File: src/hdl/amcs_pkg.sv
`default_nettype none

package amcs_pkg;

  localparam int TIME_BITS_DEF = 16;
  localparam int FRAME_LEN     = 10;
  localparam int IDX_BITS      = $clog2(FRAME_LEN);
  localparam int CFG_BITS      = 10;

  // Frame framing bytes
  localparam logic [7:0] FRAME_HEAD    = 8'h7E;
  localparam logic [7:0] VERSION_BYTE  = 8'hFF;
  localparam logic [7:0] LENGTH_BYTE   = 8'h06;
  localparam logic [7:0] FEEDBACK_BYTE = 8'h00;
  localparam logic [7:0] PARAM1_BYTE   = 8'h00;
  localparam logic [7:0] FRAME_TAIL    = 8'hEF;

  // Command codes
  localparam logic [7:0] CMD_SELECT_SOURCE = 8'h3F;
  localparam logic [7:0] CMD_SET_VOLUME    = 8'h06;
  localparam logic [7:0] CMD_PAUSE         = 8'h0E;
  localparam logic [7:0] CMD_RESUME        = 8'h0D;
  localparam logic [7:0] CMD_PREVIOUS      = 8'h02;
  localparam logic [7:0] CMD_NEXT          = 8'h01;
  localparam logic [7:0] CMD_PLAY_TRACK    = 8'h03;

  localparam logic [7:0] SOURCE_SD     = 8'h02;
  localparam logic [7:0] FIRST_TRACK   = 8'h01;
  localparam logic [7:0] NO_PARAM      = 8'h00;

  // Register reset values
  localparam logic [4:0]          VOLUME_RST      = 5'd20;
  localparam logic [CFG_BITS-1:0] DEBOUNCE_RST    = 10'd50;
  localparam logic [CFG_BITS-1:0] INIT_DELAY_RST  = 10'd50;
  localparam logic [CFG_BITS-1:0] VOL_DELAY_RST   = 10'd100;

  typedef enum logic [1:0] {
    REG_VOLUME     = 2'd0,
    REG_DEBOUNCE   = 2'd1,
    REG_INIT_DELAY = 2'd2,
    REG_VOL_DELAY  = 2'd3
  } cfg_reg_t;

  typedef enum logic [1:0] {
    MODE_START       = 2'd0,
    MODE_WAIT_SOURCE = 2'd1,
    MODE_WAIT_VOLUME = 2'd2,
    MODE_IDLE        = 2'd3
  } mode_t;

  typedef struct packed {
    logic [4:0]          volume_level;
    logic [CFG_BITS-1:0] debounce_ms;
    logic [CFG_BITS-1:0] init_delay_ms;
    logic [CFG_BITS-1:0] volume_delay_ms;
  } cfg_t;

  // One command waiting to be framed
  typedef struct packed {
    logic [7:0]  cmd;
    logic [7:0]  p2;
    logic [15:0] chk;
    logic        playing;
    logic        paused;
  } cmd_desc_t;

  // Negated 16-bit sum of version, length, cmd, feedback, p1 and p2
  function automatic logic [15:0] frame_checksum(logic [7:0] cmd, logic [7:0] p2);
    logic [15:0] sum;
    sum = 16'(VERSION_BYTE) + 16'(LENGTH_BYTE) + 16'(cmd) + 16'(FEEDBACK_BYTE)
        + 16'(PARAM1_BYTE) + 16'(p2);
    return 16'(16'd0 - sum);
  endfunction

endpackage

`default_nettype wire

File: src/hdl/amcs_if.sv
`default_nettype none

interface amcs_tick_if;
  logic valid;
  logic ready;
  logic pause_press;
  logic prev_press;
  logic next_press;
  logic play_request;

  modport source (output valid, pause_press, prev_press, next_press, play_request,
                  input ready);
  modport sink   (input valid, pause_press, prev_press, next_press, play_request,
                  output ready);
endinterface

interface amcs_frame_if;
  logic       valid;
  logic       ready;
  logic [7:0] frame_byte;
  logic       last_byte;
  logic       playing;
  logic       paused;

  modport source (output valid, frame_byte, last_byte, playing, paused,
                  input ready);
  modport sink   (input valid, frame_byte, last_byte, playing, paused,
                  output ready);
endinterface

`default_nettype wire

File: src/hdl/amcs_core.sv
`default_nettype none

module amcs_core
  import amcs_pkg::*;
#(
  parameter int TIME_BITS = TIME_BITS_DEF
) (
  input  wire logic      clk,
  input  wire logic      rst,
  input  wire cfg_t      cfg,
  input  wire logic      tick_valid,
  input  wire logic      pause_press,
  input  wire logic      prev_press,
  input  wire logic      next_press,
  input  wire logic      play_request,
  output logic           desc_valid,
  output cmd_desc_t      desc
);

  localparam logic [TIME_BITS-1:0] TIME_MAX = '1;

  mode_t                mode, mode_next;
  logic [TIME_BITS-1:0] wait_count, wait_count_next, wait_inc;
  logic [TIME_BITS-1:0] pause_since, previous_since, next_since;
  logic [TIME_BITS-1:0] pause_inc, previous_inc, next_inc;
  logic [TIME_BITS-1:0] debounce;
  logic                 play_flag, pause_flag, play_flag_next, pause_flag_next;
  logic                 acc_pause, acc_prev, acc_next;
  logic                 emit;
  logic [7:0]           cmd, p2;

  assign debounce     = TIME_BITS'(cfg.debounce_ms);
  assign pause_inc    = (pause_since == TIME_MAX) ? TIME_MAX : pause_since + 1'b1;
  assign previous_inc = (previous_since == TIME_MAX) ? TIME_MAX : previous_since + 1'b1;
  assign next_inc     = (next_since == TIME_MAX) ? TIME_MAX : next_since + 1'b1;
  assign wait_inc     = (wait_count == TIME_MAX) ? TIME_MAX : wait_count + 1'b1;

  assign acc_pause = pause_press && (pause_inc > debounce);
  assign acc_prev  = prev_press && (previous_inc > debounce);
  assign acc_next  = next_press && (next_inc > debounce);

  // Next state
  always_comb begin
    mode_next       = mode;
    wait_count_next = wait_count;
    unique case (mode)
      MODE_START: begin
        mode_next       = MODE_WAIT_SOURCE;
        wait_count_next = '0;
      end
      MODE_WAIT_SOURCE: begin
        wait_count_next = wait_inc;
        if (wait_inc >= TIME_BITS'(cfg.init_delay_ms)) begin
          mode_next       = MODE_WAIT_VOLUME;
          wait_count_next = '0;
        end
      end
      MODE_WAIT_VOLUME: begin
        wait_count_next = wait_inc;
        if (wait_inc >= TIME_BITS'(cfg.volume_delay_ms)) begin
          mode_next = MODE_IDLE;
        end
      end
      MODE_IDLE: begin
        mode_next = MODE_IDLE;
      end
    endcase
  end

  // Outputs: which command this tick sends
  always_comb begin
    emit            = 1'b0;
    cmd             = CMD_SELECT_SOURCE;
    p2              = NO_PARAM;
    play_flag_next  = play_flag;
    pause_flag_next = pause_flag;
    unique case (mode)
      MODE_START: begin
        emit = 1'b1;
        cmd  = CMD_SELECT_SOURCE;
        p2   = SOURCE_SD;
      end
      MODE_WAIT_SOURCE: begin
        if (wait_inc >= TIME_BITS'(cfg.init_delay_ms)) begin
          emit = 1'b1;
          cmd  = CMD_SET_VOLUME;
          p2   = 8'(cfg.volume_level);
        end
      end
      MODE_WAIT_VOLUME: begin
        emit = 1'b0;
      end
      MODE_IDLE: begin
        priority if (acc_pause) begin
          emit = 1'b1;
          if (play_flag) begin
            cmd             = CMD_PAUSE;
            play_flag_next  = 1'b0;
            pause_flag_next = 1'b1;
          end else begin
            cmd             = CMD_RESUME;
            play_flag_next  = 1'b1;
            pause_flag_next = 1'b0;
          end
        end else if (acc_prev) begin
          emit = 1'b1;
          cmd  = CMD_PREVIOUS;
        end else if (acc_next) begin
          emit = 1'b1;
          cmd  = CMD_NEXT;
        end else if (play_request) begin
          emit            = 1'b1;
          cmd             = CMD_PLAY_TRACK;
          p2              = FIRST_TRACK;
          play_flag_next  = 1'b1;
          pause_flag_next = 1'b0;
        end else begin
          emit = 1'b0;
        end
      end
    endcase
  end

  always_ff @(posedge clk) begin
    if (rst) begin
      mode           <= MODE_START;
      wait_count     <= '0;
      pause_since    <= '0;
      previous_since <= '0;
      next_since     <= '0;
      play_flag      <= 1'b1;
      pause_flag     <= 1'b0;
      desc_valid     <= 1'b0;
    end else begin
      desc_valid <= tick_valid && emit;
      if (tick_valid) begin
        mode           <= mode_next;
        wait_count     <= wait_count_next;
        pause_since    <= acc_pause ? '0 : pause_inc;
        previous_since <= acc_prev ? '0 : previous_inc;
        next_since     <= acc_next ? '0 : next_inc;
        play_flag      <= play_flag_next;
        pause_flag     <= pause_flag_next;
      end
    end
  end

  always_ff @(posedge clk) begin
    if (tick_valid) begin
      desc.cmd     <= cmd;
      desc.p2      <= p2;
      desc.chk     <= frame_checksum(cmd, p2);
      desc.playing <= play_flag_next;
      desc.paused  <= pause_flag_next;
    end
  end

  mode_not_idle_flags : assert property (@(posedge clk) disable iff (rst)
    (mode != MODE_IDLE) |-> (play_flag && !pause_flag))
    else $error("flags changed before idle");

  flags_exclusive : assert property (@(posedge clk) disable iff (rst)
    play_flag != pause_flag)
    else $error("playing and paused flags agree");

  start_leaves : assert property (@(posedge clk) disable iff (rst)
    (tick_valid && mode == MODE_START) |=> (desc_valid && mode == MODE_WAIT_SOURCE))
    else $error("start-up tick did not send select-source");

endmodule

`default_nettype wire

File: src/hdl/amcs_serializer.sv
`default_nettype none

module amcs_serializer
  import amcs_pkg::*;
(
  input  wire logic      clk,
  input  wire logic      rst,
  input  wire logic      desc_valid,
  input  wire cmd_desc_t desc,
  output logic           slot_free,
  amcs_frame_if.source   frame_out
);

  logic                pending_valid;
  cmd_desc_t           pending;
  logic                busy;
  cmd_desc_t           active;
  logic [IDX_BITS-1:0] idx;
  logic                out_take, at_last, load;

  // Free only when no command sits in the slot and none is on its way into it
  assign slot_free = !pending_valid && !desc_valid;
  assign out_take  = frame_out.valid && frame_out.ready;
  assign at_last   = (idx == IDX_BITS'(FRAME_LEN - 1));
  assign load      = pending_valid && (!busy || (out_take && at_last));

  always_ff @(posedge clk) begin
    if (rst) begin
      pending_valid <= 1'b0;
      busy          <= 1'b0;
      idx           <= '0;
    end else begin
      if (desc_valid) begin
        pending_valid <= 1'b1;
      end else if (load) begin
        pending_valid <= 1'b0;
      end
      if (load) begin
        busy <= 1'b1;
        idx  <= '0;
      end else if (out_take) begin
        if (at_last) begin
          busy <= 1'b0;
          idx  <= '0;
        end else begin
          idx <= idx + 1'b1;
        end
      end
    end
  end

  always_ff @(posedge clk) begin
    if (desc_valid) begin
      pending <= desc;
    end
    if (load) begin
      active <= pending;
    end
  end

  always_comb begin
    unique case (idx)
      IDX_BITS'(0): frame_out.frame_byte = FRAME_HEAD;
      IDX_BITS'(1): frame_out.frame_byte = VERSION_BYTE;
      IDX_BITS'(2): frame_out.frame_byte = LENGTH_BYTE;
      IDX_BITS'(3): frame_out.frame_byte = active.cmd;
      IDX_BITS'(4): frame_out.frame_byte = FEEDBACK_BYTE;
      IDX_BITS'(5): frame_out.frame_byte = PARAM1_BYTE;
      IDX_BITS'(6): frame_out.frame_byte = active.p2;
      IDX_BITS'(7): frame_out.frame_byte = active.chk[15:8];
      IDX_BITS'(8): frame_out.frame_byte = active.chk[7:0];
      default:      frame_out.frame_byte = FRAME_TAIL;
    endcase
  end

  assign frame_out.valid     = busy;
  assign frame_out.last_byte = at_last;
  assign frame_out.playing   = active.playing;
  assign frame_out.paused    = active.paused;

  idx_in_range : assert property (@(posedge clk) disable iff (rst)
    idx <= IDX_BITS'(FRAME_LEN - 1))
    else $error("byte index past end of frame");

  last_is_end : assert property (@(posedge clk) disable iff (rst)
    (busy && at_last) |-> (frame_out.frame_byte == FRAME_TAIL))
    else $error("closing byte is not the end byte");

  pending_drains : assert property (@(posedge clk) disable iff (rst)
    (pending_valid && !busy) |=> busy)
    else $error("waiting command not started");

  no_overwrite : assert property (@(posedge clk) disable iff (rst)
    (pending_valid && !load) |-> !desc_valid)
    else $error("waiting command overwritten");

endmodule

`default_nettype wire

File: src/hdl/audio_module_command_sequencer.sv
// Audio module command sequencer.
// tick_in carries one millisecond tick per item: three key levels and a
// play-from-start request. frame_out carries the command frames one byte per
// item, ten bytes per frame, last_byte high on the closing end byte, with the
// playing/paused flags as they stand after that command.
// Config is a plain write port (cfg_write_en, cfg_index, cfg_data); the user must see
// that it is written only while the block is idle, as the block does not enforce it.
// Path: a tick that sends a command is registered in the command register;
// it then moves into the slot and, once the serializer is idle, into the
// active frame register, whose first byte is offered on frame_out. The frame
// then streams one byte per cycle while frame_out.ready stays high.
// Throughput: a tick is taken every cycle while neither the command register
// nor the one-entry slot holds a command; after a sending tick the input holds
// until that command has left the slot for the serializer.
// Reset (rst, synchronous): registers go to volume 20, debounce 50, delays 50
// and 100; the sequencer restarts with select-source and the key counters at 0.
// When frame_out stalls, the current byte holds; one further command waits in
// the slot, after which tick_in.ready drops until the frame in flight ends.
`default_nettype none

module audio_module_command_sequencer
  import amcs_pkg::*;
#(
  parameter int TIME_BITS = TIME_BITS_DEF
) (
  input  wire logic                clk,
  input  wire logic                rst,
  input  wire logic                cfg_write_en,
  input  wire logic [1:0]          cfg_index,
  input  wire logic [CFG_BITS-1:0] cfg_data,
  amcs_tick_if.sink                tick_in,
  amcs_frame_if.source             frame_out
);

  cfg_t      cfg;
  logic      slot_free;
  logic      tick_take;
  logic      desc_valid;
  cmd_desc_t desc;

  // Register file: hold each setting until reset or a write through the config port
  always_ff @(posedge clk) begin
    if (rst) begin
      cfg.volume_level    <= VOLUME_RST;
      cfg.debounce_ms     <= DEBOUNCE_RST;
      cfg.init_delay_ms   <= INIT_DELAY_RST;
      cfg.volume_delay_ms <= VOL_DELAY_RST;
    end else if (cfg_write_en) begin
      unique case (cfg_reg_t'(cfg_index))
        REG_VOLUME:     cfg.volume_level    <= cfg_data[4:0];
        REG_DEBOUNCE:   cfg.debounce_ms     <= cfg_data;
        REG_INIT_DELAY: cfg.init_delay_ms   <= cfg_data;
        REG_VOL_DELAY:  cfg.volume_delay_ms <= cfg_data;
      endcase
    end
  end

  // Take a tick whenever the command slot can absorb what it may send
  assign tick_in.ready = slot_free;
  assign tick_take     = tick_in.valid && slot_free;

  // Tick processing: counters, debounce, start-up sequence, key priority
  amcs_core #(
    .TIME_BITS (TIME_BITS)
  ) u_core (
    .clk          (clk),
    .rst          (rst),
    .cfg          (cfg),
    .tick_valid   (tick_take),
    .pause_press  (tick_in.pause_press),
    .prev_press   (tick_in.prev_press),
    .next_press   (tick_in.next_press),
    .play_request (tick_in.play_request),
    .desc_valid   (desc_valid),
    .desc         (desc)
  );

  // Framing: hold one command in the slot, stream the active one byte by byte
  amcs_serializer u_ser (
    .clk        (clk),
    .rst        (rst),
    .desc_valid (desc_valid),
    .desc       (desc),
    .slot_free  (slot_free),
    .frame_out  (frame_out)
  );

  tick_blocked_when_full : assert property (@(posedge clk) disable iff (rst)
    !slot_free |-> !tick_take)
    else $error("tick taken with command slot full");

  cmd_follows_tick : assert property (@(posedge clk) disable iff (rst)
    desc_valid |-> $past(tick_take))
    else $error("command without a tick");

  frame_flags_exclusive : assert property (@(posedge clk) disable iff (rst)
    frame_out.valid |-> (frame_out.playing != frame_out.paused))
    else $error("frame flags agree");

endmodule

`default_nettype wire
File: src/flat_wrapper.sv
// flat-port wrapper written by rule: the top's interface ports become plain ports
module audio_module_command_sequencer_flat import amcs_pkg::*;
#(
  parameter int TIME_BITS = TIME_BITS_DEF
)
  (clk, rst, cfg_write_en, cfg_index, cfg_data, tick_in_valid, tick_in_pause_press, tick_in_prev_press, tick_in_next_press, tick_in_play_request, tick_in_ready, frame_out_valid, frame_out_frame_byte, frame_out_last_byte, frame_out_playing, frame_out_paused, frame_out_ready);
  amcs_tick_if tick_in_i ();
  amcs_frame_if frame_out_i ();
  input  wire logic clk;
  input  wire logic rst;
  input  wire logic cfg_write_en;
  input  wire logic [1:0] cfg_index;
  input  wire logic [CFG_BITS-1:0] cfg_data;
  input wire logic [$bits(tick_in_i.valid)-1:0] tick_in_valid;
  input wire logic [$bits(tick_in_i.pause_press)-1:0] tick_in_pause_press;
  input wire logic [$bits(tick_in_i.prev_press)-1:0] tick_in_prev_press;
  input wire logic [$bits(tick_in_i.next_press)-1:0] tick_in_next_press;
  input wire logic [$bits(tick_in_i.play_request)-1:0] tick_in_play_request;
  output wire logic [$bits(tick_in_i.ready)-1:0] tick_in_ready;
  output wire logic [$bits(frame_out_i.valid)-1:0] frame_out_valid;
  output wire logic [$bits(frame_out_i.frame_byte)-1:0] frame_out_frame_byte;
  output wire logic [$bits(frame_out_i.last_byte)-1:0] frame_out_last_byte;
  output wire logic [$bits(frame_out_i.playing)-1:0] frame_out_playing;
  output wire logic [$bits(frame_out_i.paused)-1:0] frame_out_paused;
  input wire logic [$bits(frame_out_i.ready)-1:0] frame_out_ready;
  assign tick_in_i.valid = tick_in_valid;
  assign tick_in_i.pause_press = tick_in_pause_press;
  assign tick_in_i.prev_press = tick_in_prev_press;
  assign tick_in_i.next_press = tick_in_next_press;
  assign tick_in_i.play_request = tick_in_play_request;
  assign tick_in_ready = tick_in_i.ready;
  assign frame_out_valid = frame_out_i.valid;
  assign frame_out_frame_byte = frame_out_i.frame_byte;
  assign frame_out_last_byte = frame_out_i.last_byte;
  assign frame_out_playing = frame_out_i.playing;
  assign frame_out_paused = frame_out_i.paused;
  assign frame_out_i.ready = frame_out_ready;
  audio_module_command_sequencer #(.TIME_BITS(TIME_BITS)) u_core (.clk(clk), .rst(rst), .cfg_write_en(cfg_write_en), .cfg_index(cfg_index), .cfg_data(cfg_data), .tick_in(tick_in_i), .frame_out(frame_out_i));
endmodule
File: config.mk
export PLATFORM = sky130hd
export DESIGN_NAME = audio_module_command_sequencer_flat
export DESIGN_NICKNAME = d
export VERILOG_FILES = /design/src/hdl/amcs_pkg.sv /design/src/hdl/amcs_if.sv /design/src/hdl/amcs_core.sv /design/src/hdl/amcs_serializer.sv /design/src/hdl/audio_module_command_sequencer.sv /design/src/flat_wrapper.sv
export SDC_FILE = /design/constraint.sdc
export NUM_CORES = 1
export LEC_CHECK = 0
export BUFFER_PORTS_ARGS = -buffer_cell sky130_fd_sc_hd__buf_2
export CAP_MARGIN = 30
export CORE_AREA = 2 2 166 119
export CTS_BUF_LIST = sky130_fd_sc_hd__clkbuf_16
export DETAILED_ROUTE_END_ITERATION = 16
export DIE_AREA = 0 0 168 121
export GPL_TIMING_DRIVEN = 0
export HOLD_SLACK_MARGIN = 0.06
export PLACE_DENSITY = 0.73
export SLEW_MARGIN = 0
export SYNTH_ARGS = -nofsm -noshare
export SYNTH_HDL_FRONTEND = slang
export SYNTH_HIERARCHICAL = 1
export SYNTH_SLANG_ARGS = --single-unit
File: constraint.sdc
create_clock -name clk -period 13.9 [get_ports clk]
set_input_delay 0.695 -clock clk [delete_from_list [all_inputs] [get_ports clk]]
set_output_delay 0.695 -clock clk [all_outputs]
set_load 0.02 [all_outputs]
# Word-level counts from Yosys, hierarchy flattened
# Index checks and enable logic that the tools add are counted.
[word_totals] register_bits=212 inputBits=21 elab_cells=143
[op_classes] addsub=8 magnitude_cmp=5 n_eq_ne=21 n_mux=50 reduce_logical=29
[ops] op="2-to-1 mux 16 bit" n=8
[ops] op="adder 16 x 1 -> 16 bit, second input constant" n=4
[ops] op="equality test 16 bit, second input constant" n=4
[ops] op="one-hot mux 8 bit (8 select lines)" n=1
[ops] op="greater-than comparator 16 x 10 -> 1 bit" n=3
[ops] op="one-hot mux 16 bit (3 select lines)" n=1
[ops] op="greater-or-equal comparator 16 x 10 -> 1 bit" n=2
[ops] op="2-to-1 mux 1 bit" n=26
[ops] op="2-to-1 mux 6 bit" n=4
[ops] op="equality test 4 x 3 -> 1 bit, second input constant" n=4
[ops] op="one-hot mux 8 bit (2 select lines)" n=1
[ops] op="one-hot mux 5 bit (3 select lines)" n=1
[ops] op="AND reduction 2 bit" n=6
[ops] op="subtractor 1 x 11 -> 12 bit, first input constant" n=1
[ops] op="adder 10 x 8 -> 11 bit" n=1
[ops] op="adder 9 x 8 -> 10 bit, first input constant" n=1
[ops] op="logical AND 1 bit" n=9
[ops] op="equality test 2 bit, second input constant" n=4
[ops] op="equality test 4 x 2 -> 1 bit, second input constant" n=2
[ops] op="equality test 4 bit, second input constant" n=2
[ops] op="2-to-1 mux 8 bit" n=1
[ops] op="one-hot mux 2 bit (4 select lines)" n=1
[ops] op="2-to-1 mux 2 bit" n=3
[ops] op="nonzero test 2 bit" n=3
[ops] op="other kinds (14)" n=20

# Logic depth before layout (Yosys ltp)
# Gate-level depths: netlist of run 1.
[logic_depth] depth_word=11 mapped_depth=23 ltp_nobuf=22

# Modules after synthesis
# Netlist of run 1, hierarchy kept.
[by_module_without_submodules] module="amcs_core" instances=1 cells_per_inst=800 area_each_um2=6513.7
[by_module_without_submodules] module="amcs_serializer" instances=1 cells_per_inst=162 area_each_um2=2752.6
[by_module_without_submodules] module="audio_module_command_sequencer" instances=1 cells_per_inst=137 area_each_um2=1422.6

# Worst setup path before layout of run 1
# No wires, ideal clock.
[synth_timing] kind="flip-flop to flip-flop" start="register u_core.u_core.next_since[0]" end="register, netlist name u_core/u_core/desc[7]" setup_time_ns=0.258 t_arrival_ns=4.577 required_ns=13.642 setup_slack_ns=9.065 path_stages_with_launch=20 path_buffers=1 period_less_slack_ns=4.835 path_cell_list="dfxtp_1 > ha_1 > nand3_1 > nor4_1 > nand2_1 > clkbuf_1 > o21ai_0 > ha_1 > nor2b_1 > o21ai_0 > a31oi_1 > o31ai_4 > and3b_1 > o21a_1 > ha_1 > ha_1 > fa_1 > a21o_1 > a21oi_1 > xnor2_1"
[synth_between] elab_chain_len=11 word_cells_on_any_way=16
[synth_rtl] element="from (decl)" line="amcs_core.sv:24" rtl="logic [TIME_BITS-1:0] pause_since, previous_since, next_since;"
[synth_rtl] element="from (signal assigned)" line="amcs_core.sv:141" rtl="next_since <= acc_next ? '0 : next_inc;"
[synth_rtl] element="adder 16 x 1 -> 16 bit / equality test 16 bit (equally long branches)" line="amcs_core.sv:35" rtl="assign next_inc = (next_since == TIME_MAX) ? TIME_MAX : next_since + 1'b1;"
[synth_rtl] element="2-to-1 mux 16 bit *" line="amcs_core.sv:35"
[synth_rtl] element="greater-than comparator 16 x 10 -> 1 bit *" line="amcs_core.sv:40" rtl="assign acc_next = next_press && (next_inc > debounce);"
[synth_rtl] element="logical AND 1 bit *" line="amcs_core.sv:40"
[synth_rtl] element="2-to-1 mux 6 bit" line="amcs_core.sv:108" rtl="end else if (acc_next) begin"
[synth_rtl] element="2-to-1 mux 6 bit" line="amcs_core.sv:105" rtl="end else if (acc_prev) begin"
[synth_rtl] element="2-to-1 mux 8 bit" line="amcs_core.sv:94" rtl="priority if (acc_pause) begin"
[synth_rtl] element="one-hot mux 8 bit (2 select lines)" line="amcs_core.sv:77" rtl="unique case (mode)"
[synth_rtl] element="adder 9 x 8 -> 10 bit" line="amcs_pkg.sv:70" rtl="sum = 16'(VERSION_BYTE) + 16'(LENGTH_BYTE) + 16'(cmd) + 16'(FEEDBACK_BYTE)"
[synth_rtl] element="adder 10 x 8 -> 11 bit *" line="amcs_pkg.sv:71" rtl="+ 16'(PARAM1_BYTE) + 16'(p2);"
[synth_rtl] element="subtractor 1 x 11 -> 12 bit *" line="amcs_pkg.sv:72" rtl="return 16'(16'd0 - sum);"
# Mark *: on every way between the ends. The rest lies on a longest branch, timed or not.
# A chain may end at the register's enable or synchronous reset.

# Worst setup path after layout of run 1
[layout_timing] start="register u_core.u_core.next_since[0]" end="register, netlist name u_core/u_core/desc[7]"
[layout_between] word_cells_on_any_way=16
[layout_rtl] element="adder 16 x 1 -> 16 bit / equality test 16 bit (equally long branches)" line="amcs_core.sv:35"
[layout_rtl] element="2-to-1 mux 16 bit *" line="amcs_core.sv:35"
[layout_rtl] element="greater-than comparator 16 x 10 -> 1 bit *" line="amcs_core.sv:40"
[layout_rtl] element="logical AND 1 bit *" line="amcs_core.sv:40"
[layout_rtl] element="2-to-1 mux 1 bit *" line="amcs_core.sv:108"
[layout_rtl] element="2-to-1 mux 1 bit *" line="amcs_core.sv:105"
[layout_rtl] element="2-to-1 mux 1 bit *" line="amcs_core.sv:94"
[layout_rtl] element="one-hot mux 5 bit (3 select lines) *" line="amcs_core.sv:77"
[layout_rtl] element="named net u_core.u_core.p2[0]" line="amcs_core.sv:30" rtl="logic [7:0] cmd, p2;"
[layout_rtl] element="adder 10 x 8 -> 11 bit *" line="amcs_pkg.sv:71"
[layout_rtl] element="subtractor 1 x 11 -> 12 bit *" line="amcs_pkg.sv:72"
# Mark *: on every way through the listed nets, which the timed path passes. The rest lies on a longest branch.

==> reports/metrics.yaml, run 1 <==
status:
  status: "completed"
place:
  dp_hpwl_mm: 17.5
  dp_cells: 1385
  gp_congestion: 0.906
  numPortBuffers: 32
floorplan:
  core_area_um2: 18700
  start_util_pct: 57.3
  fp.dieH_um: 121
  die_area_um2: 20300
  ios: 34
  num_rows: 42
  die_w_um: 168
cells_and_area:
  multi_input_area_um2: 5300
  diodes: 0
  nFillCells: 1513
  final_nets: 1252
  final_cells: 1417
  layout-drive-gt1-share_pct: 11.2
  ff_latch_area_um2: 4820
  syn2layout_area_growth_pct: 10.3
timing:
  max_freq_mhz: 164
  period_share_pct: 43.9
  slew_viol_final: 0
  final_hold_viol_count: 0
  rsz0062_at_grt: "false"
  skew_ns: 0.0173
  holdWs_ns: 0.409
  worstMarginPinSlew_ns: 0.974
  setup_viol: 0
  slew_headroom_pct: 34.4
  finalSetupTns_ns: 0
  period_minus_slack_ns: 6.10
logic_synthesis:
  yosysSeqAreaShare_pct: 45.0
  netlist_area_um2: 10700
  synth_fa_ha_area_share_pct: 8.15
  yosysUniqueCellTypes: 86
  synth_mux_area_share_pct: 3.90
  synth.area.top_cells: "edfxtp_1 24%, dfxtp_1 21%, ha_1 8.0%"
  synth-edff-count: 87
  synthCells: 1099
  syn_avg_cell_area_um2: 9.73
  post-synth-top-area-cell: "edfxtp_1"
  synth_top_family_by_area: "simple AND/OR/NAND/NOR gates"
  synth-async-reset-ratio_pct: 0
  yosys.area.top_type_share_pct: 24.4
  synthFlopType: "dfxtp_1"
  yosys_warnings: 6
  synth-compound-area-share_pct: 15.2
  synth-simple-area-share_pct: 19.2
  ys_ff_latch: 197
  synthXorXnorAreaFrac_pct: 2.62
setup_path:
  path_class: "reg2reg"
  cp_max_fo: 10
  end_kind: "register"
  startpoint_type: "register"
  critPathRequiredTime_ns: 14.09
  crit_arrival_ns: 6.29
job:
  drv_cap: 0
power:
  p_leak_nw: 4.67
  ir_worst_vdd_mv: 0.0680
  p_per_area_nw_per_um2: 109
detailed_routing:
  top_layer: "met4"
  m1WireLength_mm: 12.2
  via_per_inst: 5.87
  drt_pass1_iterations: 5
  vias: 8316
  wl_met2_mm: 10.1
  wl_met3_mm: 1.36
  drt_iter0_markers: 822
  wl_per_cell_um: 16.9
  ant_nets: 0
  drc_errors: 0
  wl_mm: 24.0
cts:
  clkLatencyLatePin_ns: 0.45
  root_buffer: "clkbuf_16"
  clk_pin_slew_ns: 0.08
  hold_buffers: 0
  htree_levels: 4
  cts_sinks: 197
  cts_setup_buffers: 0
  clockBufferDepth: 2
  cts_buffers: 17
  cts_tree: "yes"
  cts_resized: 0
worst_hold_path:
  hold_class: "reg2reg"
global_routing:
  grt_max_degree: 37
  grt_use_total_pct: 24.5
  overflow: 0
  antenna_found_initial: 0
  grt_pass1_wl_mm: 39.3
  grt_pass1_vias: 7630
[sequential cells by signal, summed over array words and instances, names as in the netlist]
register / cells
u_core/cfg: 35
u_core/u_ser/frame_out.playing: 1
u_core/u_core/pause_since: 16
u_core/u_core/next_since: 16
u_core/u_core/mode: 2
u_core/u_core/desc_valid: 1
u_core/u_ser/frame_out.valid: 1
u_core/u_ser/frame_out.paused: 1
u_core/u_core/previous_since: 16
u_core/u_core/pause_flag: 1
u_core/u_core/wait_count: 16
u_core/u_core/play_flag: 1
u_core/u_ser/idx: 4
u_core/u_ser/pending: 34
u_core/u_ser/pending_valid: 1
u_core/u_core/desc: 19
u_core/u_ser/active: 32
[synthesized netlist by cell type, drive strengths merged (9+ instances only)]
| cell | n |
|---|---|
| dfxtp | 110 |
| nand2 | 104 |
| edfxtp | 87 |
| a21oi | 77 |
| ha | 68 |
| inv | 62 |
| nand3 | 60 |
| nor2 | 57 |
| nand2b | 48 |
| o21ai | 45 |
| buf | 37 |
| mux2i | 36 |
| clkbuf | 34 |
| a211oi | 21 |
| nor3 | 21 |
| xnor2 | 17 |
| nand4 | 15 |
| xor2 | 15 |
| a31oi | 12 |
| and2 | 12 |
| and3 | 12 |
| nand3b | 12 |
| a22o | 11 |
| a21o | 9 |
| nor4 | 9 |
| o21a | 9 |
[final timing paths]
path              slack (ns)                                 to  cells after the start                                startpoint
setup / recovery        7.80    u_core/u_core/desc[7]$_DFFE_PP_                     21  u_core/u_core/next_since[0]$_SDFFE_PP0P_
hold / removal          0.41  u_core/u_ser/active[13]$_DFFE_PP_                      0        u_core/u_ser/pending[13]$_DFFE_PP_
setup reg to reg        7.80    u_core/u_core/desc[7]$_DFFE_PP_                     21  u_core/u_core/next_since[0]$_SDFFE_PP0P_
hold reg to reg         0.41  u_core/u_ser/active[13]$_DFFE_PP_                      0        u_core/u_ser/pending[13]$_DFFE_PP_
[metrics by stage]
| stage | utilization [%] | power, mW | worst slack (ns) | instance area (um2) |
|---|---|---|---|---|
| floorplan | - | 0.760 | 9.07 | 10700 |
| global placement | 60.0 | 0.800 | 7.99 | 11200 |
| detailed placement | 60.0 | 0.804 | 7.93 | 11200 |
| CTS | 63.2 | 1.30 | 7.86 | 11800 |
| global route | 63.2 | 1.34 | 7.23 | 11800 |
| finish | 63.2 | 1.29 | 7.80 | 11800 |
[critical path, stage by stage, from the launching register on]
cell      delay, ns
dfxtp_1        0.44
ha_1           0.22
nand3_1        0.25
nor4_1         0.88
nand2_1        0.29
clkbuf_1       0.28
o21ai_0        0.20
ha_1           0.31
nor2b_1        0.13
o21ai_0        0.19
a31oi_1        0.20
o31ai_4        0.47
nand3_1        0.24
o22a_1         0.23
nor2_1         0.19
ha_1           0.19
inv_1          0.04
ha_1           0.23
fa_1           0.41
a21o_1         0.20
a21oi_1        0.19
xnor2_1        0.08
[cell families after synthesis]
family | count (synthesis)
DFF | 197
adders and majority gates | 69
other | 2
and+or+nand+nor | 384
muxes | 41
xor gates and xnor gates | 32
buffers and inverters | 134
AOI/OAI and AO/OA | 240
[placed cells by master (no fill, tap or decap), types with 33 or more instances in the layout]
cell and n:
mux2i_1 36, a21oi_1 76, ha_1 68, edfxtp_1 87
buf_2 44, clkbuf_1 33, nand3_1 59, dfxtp_1 109
nor2_1 57, nand2b_1 48, o21ai_0 41, nand2_1 104
inv_1 61
[power breakdown]
| part | switching, mW | internal, mW |
|---|---|---|
| Combinational | 0.0854 | 0.0501 |
| Clock | 0.239 | 0.256 |
| Sequential | 0.0167 | 0.641 |
[per-layer routing]
metal / global-route usage, % / vias to the layer above
li1: - / 4111
met2: 36.0 / 244
met1: 37.2 / 3932
met3: 4.79 / 29
met4: 5.71 / 0
met5: 0 / -
[final cells by class]
class	instances	share of cell area (%)
Clock buffer	17	3.61
Tap cell	242	2.57
Buffer	71	3.29
Sequential cell	197	40.9
Clock inverter	15	1.37
Multi-Input combinational cell	780	44.9
Inverter	63	2.01
Timing Repair Buffer	32	1.36
Note: power is estimated with default switching activity, not from simulation.
==> inputs of run 2 (changes only) <==
--- a/config.mk
+++ b/config.mk
@@ -7,13 +7,13 @@
 export LEC_CHECK = 0
 export BUFFER_PORTS_ARGS = -buffer_cell sky130_fd_sc_hd__buf_2
 export CAP_MARGIN = 30
-export CORE_AREA = 2 2 166 119
+export CORE_AREA = 2 2 167 120
 export CTS_BUF_LIST = sky130_fd_sc_hd__clkbuf_16
 export DETAILED_ROUTE_END_ITERATION = 16
-export DIE_AREA = 0 0 168 121
+export DIE_AREA = 0 0 169 122
 export GPL_TIMING_DRIVEN = 0
 export HOLD_SLACK_MARGIN = 0.06
-export PLACE_DENSITY = 0.73
+export PLACE_DENSITY = 0.75
 export SLEW_MARGIN = 0
 export SYNTH_ARGS = -nofsm -noshare
 export SYNTH_HDL_FRONTEND = slang
==> constraint.sdc (replaced) <==
create_clock -name clk -period 5.2 [get_ports clk]
set_input_delay 0.26 -clock clk [delete_from_list [all_inputs] [get_ports clk]]
set_output_delay 0.26 -clock clk [all_outputs]
set_load 0.02 [all_outputs]
==> reports/metrics.yaml, run 2 (synthesis results as in run 1) <==
global_routing:
  use_met1_pct: 35.8
  use_met3_pct: 5.39
  grt-busiest-layer: "met1"
  antenna_found_initial: 0
  grt_max_degree: 37
  grt_pass1_vias: 7528
  use_met2_pct: 35.3
  grt_use_total_pct: 24.0
  grt_pass1_wl_mm: 38.9
  overflow: 0
cells_and_area:
  final_nets: 1263
  final_common_cell: "nand2_1"
  final_cell_mix: "104 x nand2_1, 101 x dfxtp_1, 87 x edfxtp_1"
  final_util_pct: 62.5
  reg_top3: "u_core/cfg (35), u_core/u_ser/pending (34), u_core/u_ser/active (32)"
  layout-drive-gt1-share_pct: 14.6
  syn2layout_area_growth_pct: 12.7
  diodes: 0
  largest_register_ff_count: 35
  nFillCells: 1560
  final_area_um2: 12000
  final_cells: 1433
  multi_input_area_um2: 5420
  top_register: "u_core/cfg"
  ff_latch_area_um2: 4830
cts:
  cts_tree: "yes"
  clockBufferDepth: 2
  clkLatencyLatePin_ns: 0.44
  cts_buffers: 17
  cts_sinks: 197
  htree_levels: 4
  root_buffer: "clkbuf_16"
  clk_pin_slew_ns: 0.08
  hold_buffers: 0
setup_path:
  path_class: "reg2reg"
  crit_arrival_ns: 5.17
  cp_max_fo: 10
  r2r_end: "u_core/u_core/desc[7]$_DFFE_PP_"
  end_kind: "register"
  r2r_start: "u_core/u_core/next_since[8]$_SDFFE_PP0P_"
  regToRegSetupSlack_ns: 0.22
  rr_worst_depth: 19
  critPathRequiredTime_ns: 5.39
  startpoint_type: "register"
floorplan:
  start_util_pct: 55.5
  core_area_um2: 19300
  fp.dieH_um: 122
  die_w_um: 169
  ios: 34
  num_rows: 43
  die_area_um2: 20600
worst_hold_path:
  hold_class: "in2reg"
  min_from: "cfg_data[4]"
  min_to: "u_core/cfg[4]$_SDFFE_PP0P_"
  worstHoldPathCells: 3
status:
  status: "completed"
power:
  ir_worst_vdd_mv: 0.232
  power_mw: 3.43
  p_per_area_nw_per_um2: 285
  p_leak_nw: 4.79
detailed_routing:
  drc_errors: 0
  vias: 8532
  via_per_inst: 5.95
  wl_per_cell_um: 17.3
  drt_pass1_iterations: 5
  ant_nets: 0
  wl_mm: 24.9
  drt_iter0_markers: 1042
timing:
  period_share_pct: 95.8
  period_minus_slack_ns: 4.98
  max_freq_mhz: 201
  worstMarginPinSlew_ns: 0.872
  slew_headroom_pct: 41.9
  setup_viol: 0
  finalSetupTns_ns: 0
  skew_ns: 0.0145
  final_hold_viol_count: 0
  slew_viol_final: 0
place:
  placed_cell_area_um2: 11200
  dp_hpwl_mm: 17.3
  gp_congestion: 0.864
  dp_cells: 1390
  numPortBuffers: 32
job:
  drv_cap: 0
[run 2: final cells by class]
cell class | count | area share [%]
clock inverter | 15 | 1.30
sequential | 197 | 40.1
inverter | 63 | 1.96
timing repair buffer | 43 | 2.19
clock buffer | 17 | 3.53
multi-input combinational | 780 | 45.0
tap | 247 | 2.57
buffer | 71 | 3.34
[run 2: metrics by stage]
step / worst slack (ns) / hold slack, ns
3_3_place_gp: -0.678 / 0.401
2_1_floorplan: 0.365 / 0.329
5_1_grt: -0.0183 / 0.107
4_1_cts: 0.0182 / 0.0914
6_report: 0.220 / 0.105
3_5_place_dp: -0.807 / 0.405
[run 2: per-layer routing]
layer  part of all wire (%)  wire (um)
met1                     48      12000
met2                     43      10800
met3                    7.1       1760
met4                    1.2        294
met5                      0          0
[run 2: how the worst max path moves through the flow]
stage / startpoint / to / slack [ns] / cells after the start
2_1_floorplan: u_core/u_core/next_since[0]$_SDFFE_PP0P_ / u_core/u_core/desc[7]$_DFFE_PP_ / 0.37 / 19
3_3_place_gp: u_core/u_core/next_since[0]$_SDFFE_PP0P_ / u_core/u_core/desc[7]$_DFFE_PP_ / -0.68 / 21
3_5_place_dp: u_core/u_core/next_since[0]$_SDFFE_PP0P_ / u_core/u_core/desc[7]$_DFFE_PP_ / -0.81 / 21
4_1_cts: u_core/u_core/previous_since[3]$_SDFFE_PP0P_ / u_core/u_core/desc[7]$_DFFE_PP_ / 0.02 / 22
5_1_grt: u_core/u_core/previous_since[0]$_SDFFE_PP0P_ / u_core/u_core/desc[7]$_DFFE_PP_ / -0.02 / 23
6_report: u_core/u_core/next_since[8]$_SDFFE_PP0P_ / u_core/u_core/desc[7]$_DFFE_PP_ / 0.22 / 19
[run 2: critical path, stage by stage (launching register included)]
cell,delay [ns]
dfxtp_1,0.41
nand3_1,0.30
nor4_4,0.37
nand2_1,0.18
clkbuf_2,0.22
o21ai_0,0.19
ha_1,0.31
nor2b_1,0.13
o21ai_1,0.17
a31oi_2,0.16
o31ai_4,0.36
buf_4,0.18
and3b_1,0.17
o21a_1,0.19
ha_1,0.31
ha_1,0.24
fa_1,0.41
a21o_1,0.19
a21oi_1,0.17
xnor2_1,0.08
[run 2: repair_timing]
item | CTS | global route
setup endpoints to repair | 6 | 4
pin swaps | 4 | 5
setup buffers | 5 | 5
gates resized for setup | 11 | 40
[run 2: report_power, final]
| group | internal, mW | switching (mW) | leakage [nW] |
|---|---|---|---|
| registers | 1.71 | 0.0464 | 1.67 |
| logic | 0.141 | 0.230 | 2.83 |
| clock network | 0.645 | 0.651 | 0.289 |
==> inputs of run 3 (changes only) <==
--- a/config.mk
+++ b/config.mk
@@ -5,15 +5,17 @@
 export SDC_FILE = /design/constraint.sdc
 export NUM_CORES = 1
 export LEC_CHECK = 0
+export ABC_AREA = 1
 export BUFFER_PORTS_ARGS = -buffer_cell sky130_fd_sc_hd__buf_2
 export CAP_MARGIN = 30
-export CORE_AREA = 2 2 167 120
+export CORE_AREA = 2 2 170 122
 export CTS_BUF_LIST = sky130_fd_sc_hd__clkbuf_16
 export DETAILED_ROUTE_END_ITERATION = 16
-export DIE_AREA = 0 0 169 122
+export DIE_AREA = 0 0 172 124
 export GPL_TIMING_DRIVEN = 0
 export HOLD_SLACK_MARGIN = 0.06
 export PLACE_DENSITY = 0.75
+export RECOVER_POWER = 100
 export SLEW_MARGIN = 0
 export SYNTH_ARGS = -nofsm -noshare
 export SYNTH_HDL_FRONTEND = slang
==> reports/metrics.yaml, run 3 <==
cts:
  htree_levels: 4
  clockBufferDepth: 2
  cts_sinks: 197
  clk_pin_slew_ns: 0.08
  cts_setup_buffers: 0
  clkLatencyLatePin_ns: 0.45
  cts_buffers: 17
  cts_tree: "yes"
  root_buffer: "clkbuf_16"
setup_path:
  startpoint_type: "register"
  critPathRequiredTime_ns: 5.40
  regToRegSetupSlack_ns: 0.45
  path_class: "reg2reg"
  max_stage_delay_ns: 0.41
  crit_path_frequent_cell: "nand2_1"
  cp_max_fo: 10
  slowest_stage: "fa_1"
  end_kind: "register"
  crit_arrival_ns: 4.95
detailed_routing:
  wl_mm: 24.5
  drt_iter0_markers: 764
  via_per_inst: 5.20
  wl_per_cell_um: 13.8
  ant_nets: 0
  drc_errors: 0
  drt_pass1_iterations: 5
  vias: 9245
timing:
  skew_ns: 0.0101
  period_minus_slack_ns: 4.75
  slew_headroom_pct: -3.22
  period_share_pct: 91.3
  holdWs_ns: 0.0914
  slew_viol_final: 38
  rsz0062_at_grt: "false"
  max_freq_mhz: 211
  finalSetupTns_ns: 0
  setup_viol: 0
  worstMarginPinSlew_ns: 1.55
  setup_slack_ns: 0.453
  final_hold_viol_count: 0
cells_and_area:
  final_cells: 1779
  final_common_cell: "nand2_1"
  final_cell_mix: "409 x nand2_1, 171 x nor2_1, 162 x inv_1"
  nFillCells: 1761
  final_nets: 1586
  final_util_pct: 62.5
  final_area_um2: 12200
  diodes: 0
  layout-drive-gt1-share_pct: 10.2
  largest_register_ff_count: 35
  syn2layout_area_growth_pct: 10.1
  top_register: "u_core/cfg"
  reg_top3: "u_core/cfg (35), u_core/u_ser/pending (34), u_core/u_ser/active (32)"
logic_synthesis:
  syn_avg_cell_area_um2: 7.76
  yosys.area.top_type_share_pct: 23.5
  yosysMostFrequentCell: "nand2_1"
  synth_commonest_cells: "407 x nand2_1, 169 x nor2_1, 159 x inv_1"
  yosys_warnings: 6
  synthFlopType: "dfxtp_1"
  yosysSeqAreaShare_pct: 43.3
  ys_ff_latch: 197
  post-synth-top-area-cell: "edfxtp_1"
  synthCells: 1433
  netlist_area_um2: 11100
  synth-async-reset-ratio_pct: 0
  synth.area.top_cells: "edfxtp_1 23%, dfxtp_1 20%, nand2_1 14%"
  synth-edff-count: 87
  yosysUniqueCellTypes: 50
place:
  placed_cell_area_um2: 11700
  dp_cells: 1746
  pre_cts_ws_ns: 0.496
  gp_congestion: 0.897
  numPortBuffers: 30
  dp_hpwl_mm: 17.9
global_routing:
  use_met1_pct: 35.3
  grt_use_total_pct: 24.0
  use_met2_pct: 36.0
  overflow: 0
  grt-busiest-layer: "met2"
  grt_pass1_vias: 8077
  grt_max_degree: 38
  use_met3_pct: 4.39
  antenna_found_initial: 0
  grt_pass1_wl_mm: 40.0
power:
  pwr-share-seq_pct: 49.8
  p_int_mw: 2.50
  p_leak_nw: 5.37
  switchingPower_uw: 966
  switching_share_pct: 27.8
  ir_worst_vdd_mv: 0.162
  p_comb_share_pct: 9.7
  power_mw: 3.47
  clockPowerShare_pct: 40.5
  p_per_area_nw_per_um2: 283
floorplan:
  core_area_um2: 19600
  num_rows: 43
  fp.dieH_um: 124
  die_w_um: 172
  ios: 34
  start_util_pct: 56.8
  die_area_um2: 21300
status:
  violations: "max-capacitance violations, max-slew violations"
  status: "finished with violations"
worst_hold_path:
  hold_class: "in2reg"
job:
  drv_cap: 1
==> run 3: worst paths after layout <==
check | from | depth (start not counted) | end
setup / recovery | u_core/u_core/previous_since[0]$_SDFFE_PP0P_ | 29 | u_core/u_core/desc[7]$_DFFE_PP_
hold / removal | cfg_data[1] | 3 | u_core/cfg[11]$_SDFFE_PP1P_
setup reg to reg | u_core/u_core/previous_since[0]$_SDFFE_PP0P_ | 29 | u_core/u_core/desc[7]$_DFFE_PP_
hold reg to reg | u_core/u_core/desc[0]$_DFFE_PP_ | 0 | u_core/u_ser/pending[0]$_DFFE_PP_
==> run 3: critical path, delay by kind of cell (launching register included) <==
family / cells / cell delay (ns)
adder cells (fa/ha/maj): 5 / 1.34
flip-flops: 1 / 0.36
AND/OR/NAND/NOR: 18 / 1.85
buffers and inverters: 3 / 0.40
AO/OA/AOI/OAI: 2 / 0.41
XOR/XNOR: 1 / 0.14
==> run 3: cells by family (layout without fill, tap and decap cells) <==
group | after synthesis | in the layout | share of synthesized area (%)
buffers and inverters | 219 | 283 | 8.66
adder cells (fa/ha/maj) | 69 | 69 | 7.83
AO/OA/AOI/OAI | 142 | 142 | 7.11
AND/OR/NAND/NOR | 782 | 782 | 31.3
flip-flops | 197 | 197 | 43.3
XOR/XNOR | 22 | 22 | 1.73
other | 2 | 14 | 0.0675
==> run 3: cell type report <==
cell class / count / area, um2 / share of cell area, %
Buffer: 49 / 315 / 2.57
Clock buffer: 17 / 425 / 3.47
Clock inverter: 15 / 208 / 1.70
Inverter: 170 / 646 / 5.27
Multi-Input combinational cell: 1029 / 5350 / 43.7
Sequential cell: 197 / 4810 / 39.3
Tap cell: 270 / 338 / 2.76
Timing Repair Buffer: 32 / 149 / 1.22
==> run 3: power by group through the flow <==
stage / registers (mW) / logic [mW] / clock network [mW]
2_1_floorplan: 1.75 / 0.241 / 0
3_3_place_gp: 1.76 / 0.321 / 0
3_5_place_dp: 1.76 / 0.331 / 0
4_1_cts: 1.73 / 0.337 / 1.43
5_1_grt: 1.74 / 0.382 / 1.49
6_report: 1.73 / 0.337 / 1.41
==> run 3: timing repair <==
item | in CTS | in global routing
resized for setup | 0 | 2
hold buffers | 1 | 0
hold endpoints to repair | 1 | 0
setup endpoints to repair | 0 | 1
==> run 3: layer usage <==
metal / vias to the layer above / share of wire [%]
met2: 281 / 43
met3: 27 / 6.2
li1: 4736 / -
met5: - / 0
met4: 0 / 1.7
met1: 4201 / 50
